## src/design/circular_next_free_slot_allocator_core_macros.svh

```systemverilog
// Assertion macros for the slot allocator core.
// No dependencies; included by the top level, which supplies clk and rst_n.
`ifndef CIRCULAR_NEXT_FREE_SLOT_ALLOCATOR_CORE_MACROS_SVH
`define CIRCULAR_NEXT_FREE_SLOT_ALLOCATOR_CORE_MACROS_SVH

`ifndef SYNTHESIS
// Same-cycle implication, sampled on clk, off during reset
`define CNFSA_ASSERT_NOW(label, ante, cons) \
    label: assert property (@(posedge clk) disable iff (!rst_n) (ante) |-> (cons)) \
        else $error("cnfsa: same-cycle check failed");
// Next-cycle implication, sampled on clk, off during reset
`define CNFSA_ASSERT_NEXT(label, ante, cons) \
    label: assert property (@(posedge clk) disable iff (!rst_n) (ante) |=> (cons)) \
        else $error("cnfsa: next-cycle check failed");
`else
`define CNFSA_ASSERT_NOW(label, ante, cons)
`define CNFSA_ASSERT_NEXT(label, ante, cons)
`endif

`endif

```

## src/design/cnfsa_pkg.sv

```systemverilog
// Shared constants and types for the slot allocator core.
// No dependencies; used by cnfsa_ffs and the top level.
package cnfsa_pkg;

    localparam int MAX_SPOTS    = 1024;
    localparam int WORD_BITS    = 64;
    localparam int NUM_WORDS    = (MAX_SPOTS + WORD_BITS - 1) / WORD_BITS;
    localparam int SLOT_W       = 11;
    localparam int WORD_ADDR_W  = $clog2(NUM_WORDS);
    localparam int BIT_W        = $clog2(WORD_BITS);
    localparam int STEP_W       = $clog2(NUM_WORDS + 1);
    localparam int SPAN_W       = $clog2(NUM_WORDS * WORD_BITS) + 1;

    typedef logic [WORD_BITS-1:0] word_t;

    typedef struct packed {
        logic             found;
        logic [BIT_W-1:0] pos;
    } ffs_result_t;

endpackage

```

## src/design/circular_next_free_slot_allocator_core.sv

```systemverilog
// Circular first-fit slot allocator: request sequencer, occupancy bitmap, result register.
// Depends on cnfsa_pkg, cnfsa_ffs and circular_next_free_slot_allocator_core_macros.svh.
//
// Usage:
//   Request: drive func/spot and raise start; it is taken at a clock edge where busy is
//   low. func 0 (enter) allocates the first free slot at or above spot, wrapping to the
//   lowest free slot; func 1 (leave) frees slot spot.
//   Result: done pulses for one cycle with assigned_spot and full_res. The receiver
//   cannot stall, so the result must be captured in that cycle.
//   Timing: an enter scans one 64-bit bitmap word per cycle through a single
//   find-first-set unit, starting at the word of the preferred slot and wrapping once;
//   done is registered when a free bit is found or when the return visit to the
//   starting word finds none. A leave frees its bit from ST_LEAVE. busy drops in the
//   cycle done is shown, so the next request can be taken at that edge.
//   Config: cfg_wr_en writes spot_count from cfg_wr_data and frees every slot. Write
//   only while busy is low.
//   Reset: spot_count returns to 1024, all slots free, no result pending.
`include "circular_next_free_slot_allocator_core_macros.svh"

module circular_next_free_slot_allocator_core
(
    input  logic                           clk,
    input  logic                           rst_n,
    input  logic                           start,
    output logic                           busy,
    input  logic                           func,
    input  logic [cnfsa_pkg::SLOT_W-1:0]   spot,
    output logic                           done,
    output logic [cnfsa_pkg::SLOT_W-1:0]   assigned_spot,
    output logic                           full_res,
    input  logic                           cfg_wr_en,
    input  logic [cnfsa_pkg::SLOT_W-1:0]   cfg_wr_data
);

    localparam logic [1:0] ST_IDLE  = 2'd0;
    localparam logic [1:0] ST_SCAN  = 2'd1;
    localparam logic [1:0] ST_LEAVE = 2'd2;

    localparam int SW = cnfsa_pkg::SLOT_W;
    localparam int AW = cnfsa_pkg::WORD_ADDR_W;
    localparam int BW = cnfsa_pkg::BIT_W;
    localparam int KW = cnfsa_pkg::STEP_W;
    localparam int PW = cnfsa_pkg::SPAN_W;

    logic [1:0]         state_reg, state_next;
    logic [KW-1:0]      k_reg, k_next;
    logic [AW-1:0]      ws_reg, ws_next;
    logic [BW-1:0]      sb_reg, sb_next;
    logic [SW-1:0]      spot_reg, spot_next;
    logic               done_reg, done_next;
    logic [SW-1:0]      assigned_reg, assigned_next;
    logic               full_reg, full_next;
    logic [SW-1:0]      spot_count_reg;

    cnfsa_pkg::word_t   bitmap_reg [cnfsa_pkg::NUM_WORDS];

    logic [SW-1:0]      count_act;
    logic [SW-1:0]      start_slot;
    logic [SW-1:0]      start_idx;
    logic [AW-1:0]      start_ws;
    logic [BW-1:0]      start_sb;
    logic [KW:0]        addr_sum;
    logic [AW-1:0]      waddr;
    cnfsa_pkg::word_t   pos_low;
    cnfsa_pkg::word_t   pos_mask;
    logic [PW-1:0]      word_base;
    logic [PW-1:0]      count_ext;
    logic [PW-1:0]      remain;
    cnfsa_pkg::word_t   count_mask;
    cnfsa_pkg::word_t   free_vec;
    cnfsa_pkg::ffs_result_t ffs_res;
    logic [SW-1:0]      found_slot;
    logic [SW-1:0]      leave_idx;
    logic               leave_ok;
    logic               wr_en;
    logic [AW-1:0]      wr_addr;
    logic [BW-1:0]      wr_bit;
    logic               wr_val;
    logic [SW-1:0]      chk_idx;
    logic               chk_taken;

    // Clamp the slot count to capacity
    assign count_act = (spot_count_reg > SW'(cnfsa_pkg::MAX_SPOTS)) ?
                       SW'(cnfsa_pkg::MAX_SPOTS) : spot_count_reg;

    // Locate the starting word and bit; wrap at once when the start is out of range
    assign start_slot = (spot == '0) ? SW'(1) : spot;
    assign start_idx  = start_slot - SW'(1);
    always_comb
    begin
        if ((count_act == '0) || (start_slot > count_act))
        begin
            start_ws = '0;
            start_sb = '0;
        end
        else
        begin
            start_ws = AW'(start_idx / cnfsa_pkg::WORD_BITS);
            start_sb = BW'(start_idx % cnfsa_pkg::WORD_BITS);
        end
    end

    // Walk the words circularly from the starting word
    assign addr_sum = (KW + 1)'(ws_reg) + (KW + 1)'(k_reg);
    assign waddr    = (addr_sum >= (KW + 1)'(cnfsa_pkg::NUM_WORDS)) ?
                      AW'(addr_sum - (KW + 1)'(cnfsa_pkg::NUM_WORDS)) : AW'(addr_sum);

    // Keep bits at or above the start on the first visit, below it on the return visit
    assign pos_low = (cnfsa_pkg::word_t'(1) << sb_reg) - cnfsa_pkg::word_t'(1);
    always_comb
    begin
        if (k_reg == '0)
            pos_mask = ~pos_low;
        else if (k_reg == KW'(cnfsa_pkg::NUM_WORDS))
            pos_mask = pos_low;
        else
            pos_mask = '1;
    end

    // Drop bits of slots beyond the active count
    assign word_base = PW'(waddr) * PW'(cnfsa_pkg::WORD_BITS);
    assign count_ext = PW'(count_act);
    assign remain    = count_ext - word_base;
    always_comb
    begin
        if (count_ext <= word_base)
            count_mask = '0;
        else if (remain >= PW'(cnfsa_pkg::WORD_BITS))
            count_mask = '1;
        else
            count_mask = (cnfsa_pkg::word_t'(1) << remain[BW-1:0]) - cnfsa_pkg::word_t'(1);
    end

    assign free_vec = ~bitmap_reg[waddr] & pos_mask & count_mask;

    cnfsa_ffs u_ffs
    (
        .vec (free_vec),
        .res (ffs_res)
    );

    assign found_slot = SW'(word_base) + SW'(ffs_res.pos) + SW'(1);

    // Leave target: only slots 1..count are freed
    assign leave_idx = spot_reg - SW'(1);
    assign leave_ok  = (spot_reg != '0) && (spot_reg <= count_act);

    // Sequence the request
    always_comb
    begin
        state_next    = state_reg;
        k_next        = k_reg;
        ws_next       = ws_reg;
        sb_next       = sb_reg;
        spot_next     = spot_reg;
        done_next     = 1'b0;
        assigned_next = assigned_reg;
        full_next     = full_reg;
        wr_en         = 1'b0;
        wr_addr       = waddr;
        wr_bit        = ffs_res.pos;
        wr_val        = 1'b1;
        case (state_reg)
            ST_IDLE:
            begin
                if (start)
                begin
                    spot_next  = spot;
                    k_next     = '0;
                    ws_next    = start_ws;
                    sb_next    = start_sb;
                    state_next = func ? ST_LEAVE : ST_SCAN;
                end
            end
            ST_SCAN:
            begin
                if (ffs_res.found)
                begin
                    wr_en         = 1'b1;
                    done_next     = 1'b1;
                    assigned_next = found_slot;
                    full_next     = 1'b0;
                    state_next    = ST_IDLE;
                end
                else if (k_reg == KW'(cnfsa_pkg::NUM_WORDS))
                begin
                    done_next     = 1'b1;
                    assigned_next = '0;
                    full_next     = 1'b1;
                    state_next    = ST_IDLE;
                end
                else
                begin
                    k_next = k_reg + KW'(1);
                end
            end
            ST_LEAVE:
            begin
                wr_en         = leave_ok;
                wr_addr       = AW'(leave_idx / cnfsa_pkg::WORD_BITS);
                wr_bit        = BW'(leave_idx % cnfsa_pkg::WORD_BITS);
                wr_val        = 1'b0;
                done_next     = 1'b1;
                assigned_next = '0;
                full_next     = 1'b0;
                state_next    = ST_IDLE;
            end
            default:
            begin
                state_next = ST_IDLE;
            end
        endcase
    end

    // Control state and the count register
    always_ff @(posedge clk or negedge rst_n)
    begin
        if (!rst_n)
        begin
            state_reg      <= ST_IDLE;
            k_reg          <= '0;
            done_reg       <= 1'b0;
            spot_count_reg <= SW'(cnfsa_pkg::MAX_SPOTS);
        end
        else
        begin
            state_reg <= state_next;
            k_reg     <= k_next;
            done_reg  <= done_next;
            if (cfg_wr_en)
                spot_count_reg <= cfg_wr_data;
        end
    end

    // Request payload and result
    always_ff @(posedge clk)
    begin
        ws_reg       <= ws_next;
        sb_reg       <= sb_next;
        spot_reg     <= spot_next;
        assigned_reg <= assigned_next;
        full_reg     <= full_next;
    end

    // Occupancy bitmap: free everything on reset and on a count write
    always_ff @(posedge clk or negedge rst_n)
    begin
        if (!rst_n)
        begin
            for (int w = 0; w < cnfsa_pkg::NUM_WORDS; w++)
                bitmap_reg[w] <= '0;
        end
        else if (cfg_wr_en)
        begin
            for (int w = 0; w < cnfsa_pkg::NUM_WORDS; w++)
                bitmap_reg[w] <= '0;
        end
        else if (wr_en)
        begin
            bitmap_reg[wr_addr][wr_bit] <= wr_val;
        end
    end

    assign busy          = (state_reg != ST_IDLE);
    assign done          = done_reg;
    assign assigned_spot = assigned_reg;
    assign full_res      = full_reg;

    // Bitmap bit of the slot just handed out
    assign chk_idx   = assigned_reg - SW'(1);
    assign chk_taken = bitmap_reg[AW'(chk_idx / cnfsa_pkg::WORD_BITS)]
                                 [BW'(chk_idx % cnfsa_pkg::WORD_BITS)];

    `CNFSA_ASSERT_NEXT(a_accept_goes_busy, start && !busy, busy)
    `CNFSA_ASSERT_NOW(a_done_releases, done_reg, !busy)
    `CNFSA_ASSERT_NOW(a_slot_in_range, done_reg && (assigned_reg != '0), !full_reg && (assigned_reg <= count_act))
    `CNFSA_ASSERT_NOW(a_slot_marked, done_reg && (assigned_reg != '0), chk_taken)

endmodule

```

## src/design/cnfsa_ffs.sv

```systemverilog
// Find-first-set over one bitmap word: lowest set bit and a found flag.
// Depends on cnfsa_pkg.
module cnfsa_ffs
(
    input  cnfsa_pkg::word_t       vec,
    output cnfsa_pkg::ffs_result_t res
);

    // Halve the window each level: take the low half if it holds a set bit
    always_comb
    begin
        cnfsa_pkg::word_t               v;
        cnfsa_pkg::word_t               low_mask;
        logic [cnfsa_pkg::BIT_W-1:0]    p;
        int                             half;
        v        = vec;
        p        = '0;
        low_mask = '0;
        half     = 0;
        for (int lvl = cnfsa_pkg::BIT_W - 1; lvl >= 0; lvl--)
        begin
            half     = 1 << lvl;
            low_mask = (cnfsa_pkg::word_t'(1) << half) - cnfsa_pkg::word_t'(1);
            if ((v & low_mask) == '0)
            begin
                p[lvl] = 1'b1;
                v      = v >> half;
            end
        end
        res.found = |vec;
        res.pos   = p;
    end

endmodule

```

## config.mk

```make
export PLATFORM = sky130hd
export DESIGN_NAME = circular_next_free_slot_allocator_core
export DESIGN_NICKNAME = d
export VERILOG_FILES = /design/src/design/cnfsa_pkg.sv /design/src/design/circular_next_free_slot_allocator_core.sv /design/src/design/cnfsa_ffs.sv
export VERILOG_INCLUDE_DIRS = /design/src /design/src/design
export SDC_FILE = /design/constraint.sdc
export NUM_CORES = 2
export LEC_CHECK = 0
export BUFFER_PORTS_ARGS = -buffer_cell sky130_fd_sc_hd__buf_2
export CAP_MARGIN = 20
export CORE_MARGIN = 2
export CORE_UTILIZATION = 30
export CTS_CLUSTER_DIAMETER = 60
export DETAILED_ROUTE_END_ITERATION = 10
export PLACE_DENSITY_LB_ADDON = 0.15
export SLEW_MARGIN = 15
export SYNTH_ARGS = -nofsm -noshare
export SYNTH_HDL_FRONTEND = slang
export SYNTH_SLANG_ARGS = --single-unit
```

## constraint.sdc

```tcl
create_clock -name clk -period 7.81 [get_ports clk]
set_input_delay 1.1715 -clock clk [delete_from_list [all_inputs] [get_ports clk]]
set_output_delay 1.1715 -clock clk [all_outputs]
set_load 0.005 [all_outputs]
```

### Word level (Yosys, flattened, before mapping)

Index checks and enable logic that the tools add are counted.

| word-level totals | value |
|---|---|
| bits in registers | 1076 |
| word-level logic and storage cells | 136 |

| cells by class | value |
|---|---|
| $add $sub $neg | 10 |
| $lt $le $gt $ge | 11 |
| eq/ne operators | 7 |
| shifts and indexed selects | 2 |
| muxes and demuxes | 51 |
| bitwise operators | 6 |
| reduce and logical (&&, ||, !) cells | 24 |

Operator list:

| cell | number |
|---|---|
| $mux W1024 | 2 |
| $bwmux W1024 | 1 |
| $mux W64 | 7 |
| $logic_not A64 Y1 | 6 |
| $bmux W64 S4 | 1 |
| $demux W64 S4 | 1 |
| $and A64 B64 Y64 | 2 |
| $not A64 Y64 | 2 |
| $shl A1 B6 Y64 const A | 2 |
| $sub A64 B1 Y64 const B | 2 |
| $reduce_or A64 Y1 | 1 |
| $mux W11 | 4 |
| $mux W31 | 1 |
| $logic_not A11 Y1 | 2 |
| $pmux W11 S2 | 1 |
| $sub A10 B1 Y10 const B | 2 |
| $mux W15 | 1 |
| $mux W5 | 3 |
| $mux W1 | 14 |
| $add A10 B6 Y11 | 1 |
| $add A11 B1 Y11 const B | 1 |
| $ge A11 B7 Y1 const B | 1 |
| $gt A11 B11 Y1 | 1 |
| $gt A11 B11 Y1 const B | 1 |
| 34 further kinds | 51 |

### Depth between registers and ports, before layout

| logic depth | value |
|---|---|
| word-level depth | 32 |
| gate-level depth with buffers | 35 |
| mapped depth without buffers | 25 |

### Hierarchy

A second synthesis with hierarchy kept.

| unflattened totals | value |
|---|---|
| cells, all modules | 5773 |
| area total of the unflattened synthesis | 60279.1 um2 |

By module, submodules not included:

| module | instances | cells each | area each (um2) | seq. area each (um2) |
|---|---|---|---|---|
| circular_next_free_slot_allocator_core | 1 | 5664 | 59517.1 | 27092.2 |
| cnfsa_ffs | 1 | 109 | 762.0 | 0.0 |

### Least setup slack after synthesis

OpenSTA, ideal clock, no wires.

| timing path | value |
|---|---|
| path type | register -> register |
| start point | register k_reg[0] |
| end point | register assigned_reg[6] (netlist: assigned_spot[6]), data pin |
| library setup time | 0.262 ns |
| data arrival time | 7.725 ns |
| setup slack | -0.177 ns |
| stages on the path, launching flop included | 34 |
| period minus slack after synthesis | 7.987 ns |
| cells stage by stage | dfrtp_1 ha_1 fa_1 buf_4 buf_2 buf_2 buf_2 buf_2 buf_2 buf_2 buf_1 inv_1 ha_1 nor2b_1 o22ai_1 mux2i_1 nor2_1 buf_2 a2111o_1 nand2_1 and3b_1 and4_1 buf_2 and2_4 a211o_1 a221o_1 a211oi_2 o221a_4 nor2_1 ha_1 and3_1 nand2_1 xor2_1 nor2_1 |

| between the ends | value |
|---|---|
| longest elaborated chain between the ends | 26 |

RTL lines:

| item | line | source |
|---|---|---|
| start, declared | circular_next_free_slot_allocator_core.sv:46 | `logic [KW-1:0] k_reg, k_next;` |
| start signal, assigned | circular_next_free_slot_allocator_core.sv:228 | `k_reg <= k_next;` |
| parallel branches: the longest is 24 deep, another holds $sub A11 B10 Y11 | -- |  |
| $mux W11 (*) | circular_next_free_slot_allocator_core.sv:177 | `if (ffs_res.found)` |
| $pmux W11 S2 (*) | circular_next_free_slot_allocator_core.sv:163 | `case (state_reg)` |
| end signal, assigned | circular_next_free_slot_allocator_core.sv:241 | `assigned_reg <= assigned_next;` |
| end, declared | circular_next_free_slot_allocator_core.sv:51 | `logic [SW-1:0] assigned_reg, assigned_next;` |

Every way passes the cells marked *. The select of a mux whose other input is x is not followed.
A chain may end at the register's enable or synchronous reset.

### Worst setup path after layout

| timing path | value |
|---|---|
| start point | register k_reg[0] |
| end point | register bitmap_reg[455] in the netlist's numbering |

| between the ends | value |
|---|---|
| longest elaborated chain between the ends | 32 |

RTL lines:

| item | line | source |
|---|---|---|
| parallel branches: the longest is 32 deep, another holds $sub A11 B10 Y11 | -- |  |
| end signal, assigned by index | circular_next_free_slot_allocator_core.sv:260 | `bitmap_reg[wr_addr][wr_bit] <= wr_val;` |
| end, declared | circular_next_free_slot_allocator_core.sv:55 | `cnfsa_pkg::word_t bitmap_reg [cnfsa_pkg::NUM_WORDS];` |

Several ways; the timed one is not identified. The select of a mux whose other input is x is not followed.

==> metrics <==
critical path class reg2reg; Final Net Count 6321; Seq cells post-synth 1076; vias per inst 6.15; Tcrit/Tclk final 96.7%; Post-Route Utilization 36.7%; most frequent cells in the layout 1075 x o21ai_0, 1041 x dfrtp_1, 741 x o211ai_1, 555 x buf_4, 526 x nand2_1; commonest non-fill, non-tap cell in the layout o21ai_0; total power 0.0233 W; Routed WL 285 mm; final slew viol count 0; GRT overflow 0; First-pass DRT Iterations 6; share of cells above drive strength 1 21.9%; sequential fraction of the synthesis area 44.3%; arrival time worst endpoint 8260 ps; status completed; reg2reg setup slack 260 ps; finished layout cell area 0.0743 mm^2; Core Rows 165; placed cell area 0.0695 mm^2; Post-Syn Area 0.0611 mm^2; largest net degree at the start of global routing 248; vias 55.6k; Clock H-tree levels 4; Final setup violation count 0; DRT antenna net count 0; TritonCTS clock tree yes; Area Overhead vs Synth 21.6%; crit path capture type flip-flop; Worst Hold Class in2async; vias in the first global route 55.0k; Worst Clk Skew 53.5 ps; MaxCap Viol Count 0; asr flop ratio synth 96.9%; hpwl dp 198 mm; CTS Sinks 1076; slew margin rel. 15.9%; Tightest Pin Transition 1260 ps; Syn Area/Cell 10.2 um^2; Startpoint Class flip-flop; GRT Util Overall 27.2%; VDD IR max 0.318 mV; Yosys cell types 117; gp weighted congestion 1.02; Req. time, crit path 8520 ps; wire per inst 31.5 um; max reg flops 1024; die height 455 um; die area 0.207 mm^2; clock edge transition at the registers on the reported setup and hold paths 60 ps; IO Port Bufs 40; Post-Syn Instances 5988; RSZ-0062 raised after global routing no; number of enable flip-flop cells after synthesis 33; Syn. warnings 0; Max FO, Critical Path 43; clock buffer depth 3; power density over the cells 314 mW/mm^2; Worst-Skew Late Latency 840 ps; initial antenna violation count 17; Num CTS Buffers 141; num ports 41; clock root buffer clkbuf_16; Die W 455 um; endpoints failing hold 0; initial core utilization 30.2%; Main synth FF type dfrtp_1; Max Freq 132 MHz; min Tclk post-route 7550 ps; FF-to-FF path depth 22; setup total negative slack 0 ps; leakage 28.8 nW; core area 0.202 mm^2; drt first-iter violations 6451; syn nets 6057; Remaining DRCs 0; global-route wire length before repair 413 mm
-- cell families after synthesis --
group | Yosys count | synth area share (%)
AO/OA/AOI/OAI | 2493 | 26.8
AND/OR/NAND/NOR | 1245 | 9.97
flip-flops | 1076 | 44.3
buffers and inverters | 686 | 5.34
multiplexers | 335 | 11.0
XOR/XNOR | 111 | 1.63
adder cells (fa/ha/maj) | 42 | 0.885
-- path summary, 6_finish.rpt --
check,startpoint,endpoint
min in group clk,bitmap_reg[749],bitmap_reg[749]
max reg2reg,k_reg[0],bitmap_reg[455]
max,k_reg[0],bitmap_reg[455]
min,rst_n,bitmap_reg[244]
max in group asynchronous,rst_n,bitmap_reg[400]
min reg2reg,bitmap_reg[749],bitmap_reg[749]
-- critical path, cell delays in order, from the launching register on --
cell and delay, ps:
dfrtp_1 430, ha_4 190, fa_4 810, buf_4 340, buf_12 340, mux4_2 400, mux4_2 630, a2111oi_2 500
o21bai_1 170, and4b_1 280, and4_1 320, and2_4 220, a221oi_1 340, buf_4 190, a311o_1 200, nand2_1 180
o32ai_2 440, buf_4 190, a22oi_2 100, buf_12 200, nor4_1 510, buf_4 250, o22ai_1 80
-- through the flow --
| stage | setup slack, ps | cells | hold WS, ps |
|---|---|---|---|
| 6_report | 259 | 9038 | 321 |
| 5_1_grt | 4.90 | 9032 | 348 |
| 4_1_cts | 131 | 9030 | 324 |
| 3_5_place_dp | 146 | 8779 | 509 |
| 3_3_place_gp | 24.0 | 8778 | 496 |
| 2_1_floorplan | 50.1 | 5988 | 472 |
-- layer usage --
metal	global-route usage [%]	share of wire, %	routed length [um]
met2	41.3	45	127000
met4	11.5	4.7	13500
met3	5.32	7.4	21100
met5	0	0.028	79
met1	37.7	43	123000
-- cell type report --
class,count,area (um^2)
diodes,6,15.0
fillers,20200,128000
flip-flops and latches,1076,27100
multi-input cells,4226,31100
inverters,34,136
clock buffers,207,4150
repair buffers,773,7940
clock inverters,44,533
well taps,2672,3340
-- synth_stat cells, types with 28 or more instances --
cell	n	share of area [%]
o21ai_0	1076	8.8
dfrtp_1	1042	43
o211ai_1	741	9.1
nand2_1	529	3.3
clkbuf_1	390	2.4
mux4_2	268	9.9
o311ai_0	257	3.7
nand3_1	208	1.7
nor2_1	151	0.93
buf_2	127	1.0
xnor2_1	95	1.4
a21oi_1	85	0.70
nor3_1	68	0.56
buf_4	51	0.63
buf_6	44	0.81
o22ai_1	43	0.44
ha_1	40	0.82
mux2i_1	40	0.66
nand4_1	38	0.39
a211oi_1	35	0.43
a31oi_1	35	0.36
buf_1	33	0.20
edfxtp_1	33	1.6
and3_1	32	0.33
nand2b_1	31	0.32
nor4_1	30	0.31
o311ai_1	29	0.42
inv_1	28	0.17
-- repair_timing --
item                                    in CTS  in global routing
hold buffers                                 0                  0
gates resized for setup                      0                  4
endpoints found under the setup margin       0                666
setup buffers                                0                  1
-- where the power goes --
part	switching, W	leakage, nW	internal (W)
combinational	0.00748	11.7	0.00346
sequential	0.0000554	14.9	0.00568
clock	0.00273	2.29	0.00390
Power figures use the tool's default switching activity.
